### src/rtl/core/sptpd_pkg.sv
package sptpd_pkg;

    // Character codes the parser reacts to
    localparam logic [7:0] CHAR_CR    = 8'd13;
    localparam logic [7:0] CHAR_LF    = 8'd10;
    localparam logic [7:0] CHAR_SPACE = 8'd32;
    localparam logic [7:0] CHAR_TAB   = 8'd9;
    localparam logic [7:0] CHAR_VT    = 8'd11;
    localparam logic [7:0] CHAR_FF    = 8'd12;
    localparam logic [7:0] CHAR_PLUS  = 8'd43;
    localparam logic [7:0] CHAR_MINUS = 8'd45;
    localparam logic [7:0] CHAR_ZERO  = 8'd48;
    localparam logic [7:0] CHAR_NINE  = 8'd57;

    // Field widths
    localparam int BYTE_W    = 8;
    localparam int MAG_W     = 7;
    localparam int DUTY_W    = 16;
    localparam int PCT_W     = 7;
    localparam int OUT_W     = 1 + DUTY_W + PCT_W;
    localparam int APB_AW    = 3;
    localparam int APB_DW    = 32;

    // Magnitude limits
    localparam logic [MAG_W-1:0] MAG_SAT = 7'd101;
    localparam logic [MAG_W-1:0] PCT_MAX = 7'd100;

    // Register map
    localparam logic [APB_AW-1:0] ADDR_PWM_PERIOD = 3'd0;

    // Reset values
    localparam logic [DUTY_W-1:0] PERIOD_RESET = 16'd999;
    localparam logic [DUTY_W-1:0] DUTY_RESET   = 16'd500;

    // Divide by 100: floor(x/100) = (x * RECIP_100) >> RECIP_SHIFT for x < 2**PROD_W
    localparam int PROD_W      = MAG_W + DUTY_W;
    localparam int RECIP_W     = 24;
    localparam int RECIP_SHIFT = 30;
    localparam logic [RECIP_W-1:0] RECIP_100 = 24'd10737419;

endpackage

### src/rtl/core/serial_percent_to_pwm_duty.sv
// Channel   | Dir | Handshake          | Payload
// ----------+-----+--------------------+--------------------------------------------
// s_*       | in  | s_tvalid/s_tready  | s_tdata[7:0] = byte_in
// m_*       | out | m_tvalid/m_tready  | m_tdata = range_error, duty_out, percent_out
// APB       | in  | psel/penable/pready| pwm_period at byte address 0
//
// One byte is taken every cycle while the output side keeps up.
// A non-empty line's end gives its result via stage A (percent-times-period product),
// then the output stage, which does the multiply-by-reciprocal divide by 100.
// Reset clears the line parser, sets pwm_period to 999 and the duty to 500.
// A stalled result holds both pipeline stages; s_tready drops only when both are full.
module serial_percent_to_pwm_duty #(
    parameter int BUFFER_SIZE = 32
) (
    input  logic                              clk,
    input  logic                              rst_n,
    // byte_in [7:0]
    input  logic                              s_tvalid,
    output logic                              s_tready,
    input  logic [sptpd_pkg::BYTE_W-1:0]      s_tdata,
    // range_error [0], duty_out [16:1], percent_out [23:17]
    output logic                              m_tvalid,
    input  logic                              m_tready,
    output logic [sptpd_pkg::OUT_W-1:0]       m_tdata,
    input  logic                              psel,
    input  logic                              penable,
    input  logic                              pwrite,
    input  logic [sptpd_pkg::APB_AW-1:0]      paddr,
    input  logic [sptpd_pkg::APB_DW-1:0]      pwdata,
    output logic [sptpd_pkg::APB_DW-1:0]      prdata,
    output logic                              pready
);
    import sptpd_pkg::*;

    localparam int KEEP_W = (BUFFER_SIZE > 2) ? $clog2(BUFFER_SIZE) : 1;
    localparam logic [KEEP_W-1:0] KEEP_MAX = KEEP_W'(BUFFER_SIZE - 1);

    typedef enum logic [1:0] {
        PH_SKIP   = 2'd0,
        PH_SIGN   = 2'd1,
        PH_DIGITS = 2'd2,
        PH_DONE   = 2'd3
    } phase_t;

    logic [DUTY_W-1:0] period_reg;
    logic [KEEP_W-1:0] kept_reg, kept_next;
    phase_t            phase_reg, phase_next;
    logic              neg_reg, neg_next;
    logic [MAG_W-1:0]  mag_reg, mag_next;

    logic              a_valid_reg;
    logic              a_err_reg;
    logic [PCT_W-1:0]  a_pct_reg;
    logic [PROD_W-1:0] a_prod_reg;

    logic              out_valid_reg;
    logic              out_err_reg;
    logic [PCT_W-1:0]  out_pct_reg;
    logic [DUTY_W-1:0] duty_reg, duty_next;

    logic              in_take;
    logic              out_free;
    logic              is_eol;
    logic              is_digit;
    logic              is_space;
    logic              line_result;
    logic              line_err;
    logic [9:0]        mag_grow;
    logic [PROD_W-1:0] prod_next;
    logic [PROD_W+RECIP_W-1:0] q_full;
    logic [DUTY_W-1:0] duty_calc;
    logic              cfg_write;

    // Handshake: stage A may move on whenever the output slot is free
    assign out_free = !out_valid_reg || m_tready;
    assign s_tready = !a_valid_reg || out_free;
    assign in_take  = s_tvalid && s_tready;

    // Classify the incoming byte
    assign is_eol   = (s_tdata == CHAR_CR) || (s_tdata == CHAR_LF);
    assign is_digit = (s_tdata >= CHAR_ZERO) && (s_tdata <= CHAR_NINE);
    assign is_space = (s_tdata == CHAR_SPACE) || (s_tdata == CHAR_TAB)
                   || (s_tdata == CHAR_VT) || (s_tdata == CHAR_FF);
    assign line_result = is_eol && (kept_reg != '0);
    assign line_err    = (mag_reg > PCT_MAX) || (neg_reg && (mag_reg != '0));

    // Accumulate one decimal digit, saturating at 101
    assign mag_grow = 10'(mag_reg) * 10'd10 + 10'(s_tdata - CHAR_ZERO);

    // Line parser next state
    always_comb
    begin
        kept_next  = kept_reg;
        phase_next = phase_reg;
        neg_next   = neg_reg;
        mag_next   = mag_reg;
        if (is_eol)
        begin
            kept_next  = '0;
            phase_next = PH_SKIP;
            neg_next   = 1'b0;
            mag_next   = '0;
        end
        else if (kept_reg < KEEP_MAX)
        begin
            kept_next = kept_reg + 1'b1;
            if (phase_reg == PH_SKIP && is_space)
            begin
                phase_next = PH_SKIP;
            end
            else if (phase_reg == PH_SKIP
                     && (s_tdata == CHAR_PLUS || s_tdata == CHAR_MINUS))
            begin
                neg_next   = (s_tdata == CHAR_MINUS);
                phase_next = PH_SIGN;
            end
            else if (phase_reg != PH_DONE)
            begin
                if (is_digit)
                begin
                    mag_next   = (mag_grow > 10'(MAG_SAT)) ? MAG_SAT : mag_grow[MAG_W-1:0];
                    phase_next = PH_DIGITS;
                end
                else
                begin
                    phase_next = PH_DONE;
                end
            end
        end
    end

    // Percent times period, taken from the held magnitude
    assign prod_next = PROD_W'(mag_reg) * PROD_W'(period_reg);

    // Divide the product by 100 through the reciprocal
    assign q_full    = (PROD_W+RECIP_W)'(a_prod_reg) * (PROD_W+RECIP_W)'(RECIP_100);
    assign duty_calc = q_full[RECIP_SHIFT +: DUTY_W];
    assign duty_next = a_err_reg ? duty_reg : duty_calc;

    // Parser state
    always_ff @(posedge clk or negedge rst_n)
    begin
        if (!rst_n)
        begin
            kept_reg  <= '0;
            phase_reg <= PH_SKIP;
            neg_reg   <= 1'b0;
            mag_reg   <= '0;
        end
        else if (in_take)
        begin
            kept_reg  <= kept_next;
            phase_reg <= phase_next;
            neg_reg   <= neg_next;
            mag_reg   <= mag_next;
        end
    end

    // Stage A: hold the line verdict and the product
    always_ff @(posedge clk or negedge rst_n)
    begin
        if (!rst_n)
        begin
            a_valid_reg <= 1'b0;
        end
        else if (s_tready)
        begin
            a_valid_reg <= in_take && line_result;
        end
    end

    always_ff @(posedge clk)
    begin
        if (in_take && line_result)
        begin
            a_err_reg  <= line_err;
            a_pct_reg  <= line_err ? '0 : mag_reg;
            a_prod_reg <= prod_next;
        end
    end

    // Output stage: commit the duty and present the result
    always_ff @(posedge clk or negedge rst_n)
    begin
        if (!rst_n)
        begin
            out_valid_reg <= 1'b0;
            duty_reg      <= DUTY_RESET;
        end
        else if (out_free)
        begin
            out_valid_reg <= a_valid_reg;
            if (a_valid_reg)
            begin
                duty_reg <= duty_next;
            end
        end
    end

    always_ff @(posedge clk)
    begin
        if (out_free && a_valid_reg)
        begin
            out_err_reg <= a_err_reg;
            out_pct_reg <= a_pct_reg;
        end
    end

    assign m_tvalid = out_valid_reg;
    assign m_tdata  = {out_pct_reg, duty_reg, out_err_reg};

    // Configuration register
    assign pready    = 1'b1;
    assign cfg_write = psel && penable && pwrite && pready
                    && (paddr[APB_AW-1] == ADDR_PWM_PERIOD[APB_AW-1]);

    always_ff @(posedge clk or negedge rst_n)
    begin
        if (!rst_n)
        begin
            period_reg <= PERIOD_RESET;
        end
        else if (cfg_write)
        begin
            period_reg <= pwdata[DUTY_W-1:0];
        end
    end

    assign prdata = (paddr[APB_AW-1] == ADDR_PWM_PERIOD[APB_AW-1])
                  ? APB_DW'(period_reg) : '0;

    // Checks
    a_err_no_pct: assert property (@(posedge clk) disable iff (!rst_n)
        m_tvalid && m_tdata[0] |-> m_tdata[OUT_W-1 -: PCT_W] == '0)
        else $error("range error result carries a nonzero percent");

    a_kept_bound: assert property (@(posedge clk) disable iff (!rst_n)
        kept_reg <= KEEP_MAX)
        else $error("kept count ran past the line buffer");

    a_eol_clears: assert property (@(posedge clk) disable iff (!rst_n)
        in_take && is_eol |=> kept_reg == '0 && mag_reg == '0 && phase_reg == PH_SKIP)
        else $error("line state not cleared after line end");

    a_result_issued: assert property (@(posedge clk) disable iff (!rst_n)
        in_take && line_result |=> a_valid_reg)
        else $error("non-empty line end did not issue a result");

endmodule
### config.mk
export PLATFORM = sky130hd
export DESIGN_NAME = serial_percent_to_pwm_duty
export DESIGN_NICKNAME = d
export VERILOG_FILES = /design/src/rtl/core/sptpd_pkg.sv /design/src/rtl/core/serial_percent_to_pwm_duty.sv
export SDC_FILE = /design/constraint.sdc
export NUM_CORES = 1
export LEC_CHECK = 0
export BUFFER_PORTS_ARGS = -buffer_cell sky130_fd_sc_hd__clkbuf_2
export CAP_MARGIN = 5
export CELL_PAD_IN_SITES_DETAIL_PLACEMENT = 0
export CELL_PAD_IN_SITES_GLOBAL_PLACEMENT = 1
export CORE_UTILIZATION = 54
export DETAILED_ROUTE_END_ITERATION = 10
export PLACE_DENSITY_LB_ADDON = 0.1
export SYNTH_ARGS = -nofsm -noshare
export SYNTH_HDL_FRONTEND = slang
export SYNTH_SLANG_ARGS = --single-unit
export TNS_END_PERCENT = 50
### constraint.sdc
create_clock -name clk -period 15.55 [get_ports clk]
set_clock_uncertainty 0.15 [all_clocks]
set_input_delay 4.665 -clock clk [delete_from_list [all_inputs] [get_ports clk]]
set_output_delay 4.665 -clock clk [all_outputs]
set_load 0.03 [all_outputs]
==> impl_metrics.ini <==
[status]
status = complete, no violations

[floorplanning]
fp.coreArea_um2 = 29900
die_height_um = 177
fp.dieW_um = 177
num_io_pins = 109
die-area_um2 = 31300
start_util = 0.553
rows = 63

[sta]
final_max_slew_viol_count = 0
relSlewSlack = 0.401
hold_violations = 0
tns_ns = 0
hold_slack_ns = 0.269
worst_slack_ns = 5.47
min_period_ns = 10.08
finalSetupViolations = 0
rsz0062_at_grt = no
tightestPinTransition_ns = 0.875
period_share = 0.648
max_freq_mhz = 99.2

[setup_path]
worst-path-buf-inv = 2
end_kind = output port
critPathRequiredTime_ns = 10.74
path_delay_family = buffers and inverters
cp_slowest_cell = clkbuf_2
path_class = in -> out
cp_max_fo = 17
cp_slowest_stage_delay_ns = 0.22
startpoint_type = primary input
crit_arrival_ns = 5.26
crit_chain = clkbuf_2, nor2b_1, clkbuf_2
cp.depth = 3
r2r_cells = 24
cpMostUsedCell = clkbuf_2

[yosys]
ys_seq_elements = 88
synth_fa_ha_area_frac = 0.552
ys_seq_area_frac = 0.146
synth_xor_area_frac = 0.0292
synth_area_per_cell_um2 = 10.1
synthCells = 1634
yosys_warnings = 0
synth_top_family_by_area = adder cells
synth-compound-area-share = 0.0707
synth_edf_count = 39
syn_area_um2 = 16500
ys_types = 66
synth-main-ff-cell = edfxtp_1
synth_mux_area_frac = 0.0148
yosys.area_share.simple = 0.0796
async_flop_share = 0.557

[clocking]
cts.sinks = 88
numCtsBuffers = 9
cts-root-buf = clkbuf_16
clk_latency_ns = 0.36
cts.path.max_buffers = 2
clk_pin_slew_ns = 0.06
htree_levels = 3
post_cts_buffers = 0
post_cts_resized = 0
cts_hold_buf = 0
cts_tree = done

[global_routing]
track_usage = 0.243
grt.overflow.total = 0
antenna_found_initial = 0
grt_pass1_wl_um = 58200
grt_pass1_vias = 11400
grt_max_degree = 50

[placed_design]
dp_cells = 2067
gp_congestion = 1.00
place_ws_ns = 5.47
io_buffer_count = 73
dp_hpwl_um = 30600

[finish]
drive_gt1_frac = 0.0815
antennaDiodeCount = 0
fin_nets = 2307
final_cell_mix = 407 x inv_1, 304 x ha_1, 265 x fa_1
syn_to_final_growth_pct = 6.15
largest_reg_flops = 23
layout_commonest_cell = inv_1
fin_cells = 2083

[power_and_ir_drop]
power_density_nw_per_um2 = 149
internal-power_mw = 1.34
p_comb_frac = 0.738
p_seq_frac = 0.168
clkPwrFrac = 0.093
ir_worst_vdd_mv = 0.166
swShare = 0.487
cellLeakagePower_nw = 9.31
power.switching_mw = 1.27

[route]
drtIter0Drc = 469
wire_per_inst_um = 16.7
wirelength_um = 34800
final_antenna_net_count = 0
drt_pass1_iterations = 5
vias_per_cell = 5.16
drc = 0
dr_total_vias = 10700

[flow_run]
drv_cap = 0

[hold_path]
hp-class = reg -> reg
holdPathStages = 0
[area by class of cell]
class,instances,area [um2]
flip-flops and latches,88,2410
repair buffers,76,388
well taps,390,488
clock inverters,5,86.3
clock buffers,11,243
multi-input cells,1106,12400
inverters,407,1530
fillers,2644,12300
[per-stage QoR]
step / instance area [um2] / util / power (mW)
floorplan: 16600 / - / 1.96
global placement: 17200 / 0.576 / 2.35
detailed placement: 17200 / 0.576 / 2.38
CTS: 17500 / 0.587 / 2.65
global route: 17500 / 0.587 / 2.93
finish: 17500 / 0.587 / 2.61
[cells in the mapped netlist (3+ instances only)]
cell      number  area (um2)
and2_1        39         244
buf_1          6        22.5
xor2_1        19         166
o21ai_1       18        90.1
edfxtp_1      39        1170
fa_1         265        5310
xnor2_1       36         315
o21bai_1       7        52.6
nor3_1        10        50.1
a211o_1        3        26.3
dfstp_2       14         368
a31oi_1        4        25.0
o211ai_1       7        52.6
ha_1         304        3800
or2_2          3        18.8
o21a_1         6        45.0
o21ai_0       20         100
and4_1         3        26.3
a21o_1        24         180
clkbuf_1      24        90.1
mux2_2        19         214
or3_1          3        18.8
inv_1        407        1530
nand3_1       11        55.1
a221o_1        4        40.0
nand4_1        8        50.1
buf_4         18         135
mux2i_1        3        30.0
a21oi_1       49         245
a211oi_1       5        37.5
dfrtp_1       35         876
and3_1         9        56.3
nand2b_1       7        43.8
nor2_1        19        71.3
nor2b_1       20         125
nand2_1      129         484
[power groups by stage]
| stage | logic, mW | clock network [mW] | registers [mW] |
|---|---|---|---|
| 2_1_floorplan | 1.58 | 0 | 0.372 |
| 3_3_place_gp | 1.91 | 0 | 0.447 |
| 3_5_place_dp | 1.93 | 0 | 0.446 |
| 4_1_cts | 1.95 | 0.251 | 0.441 |
| 5_1_grt | 2.22 | 0.258 | 0.450 |
| 6_report | 1.92 | 0.243 | 0.438 |
[worst paths after layout]
| kind | start | end | slack [ns] |
|---|---|---|---|
| setup / recovery | paddr[2] | prdata[5] | 5.47 |
| hold / removal | a_pct_reg[2] | out_pct_reg[2] | 0.27 |
| setup reg to reg | a_prod_reg[14] | duty_reg[9] | 8.02 |
| hold reg to reg | a_pct_reg[2] | out_pct_reg[2] | 0.27 |
| max in group asynchronous | rst_n | duty_reg[1] | 10.53 |
| min in group asynchronous | rst_n | kept_reg[1] | 4.25 |
[cells by family after synthesis]
kind of cell / after synthesis
adders and majority gates: 569
buffers and inverters: 455
and+or+nand+nor: 270
AOI/OAI and AO/OA: 173
DFF: 88
xor gates and xnor gates: 55
muxes: 22
other: 2
[routing by layer]
layer  routed length [um]  global-route usage
met5                    0                   0
met4                  462              0.0474
met3                 1640              0.0382
met2                16400               0.400
met1                16300               0.339
(Power assumes the default switching activity.)
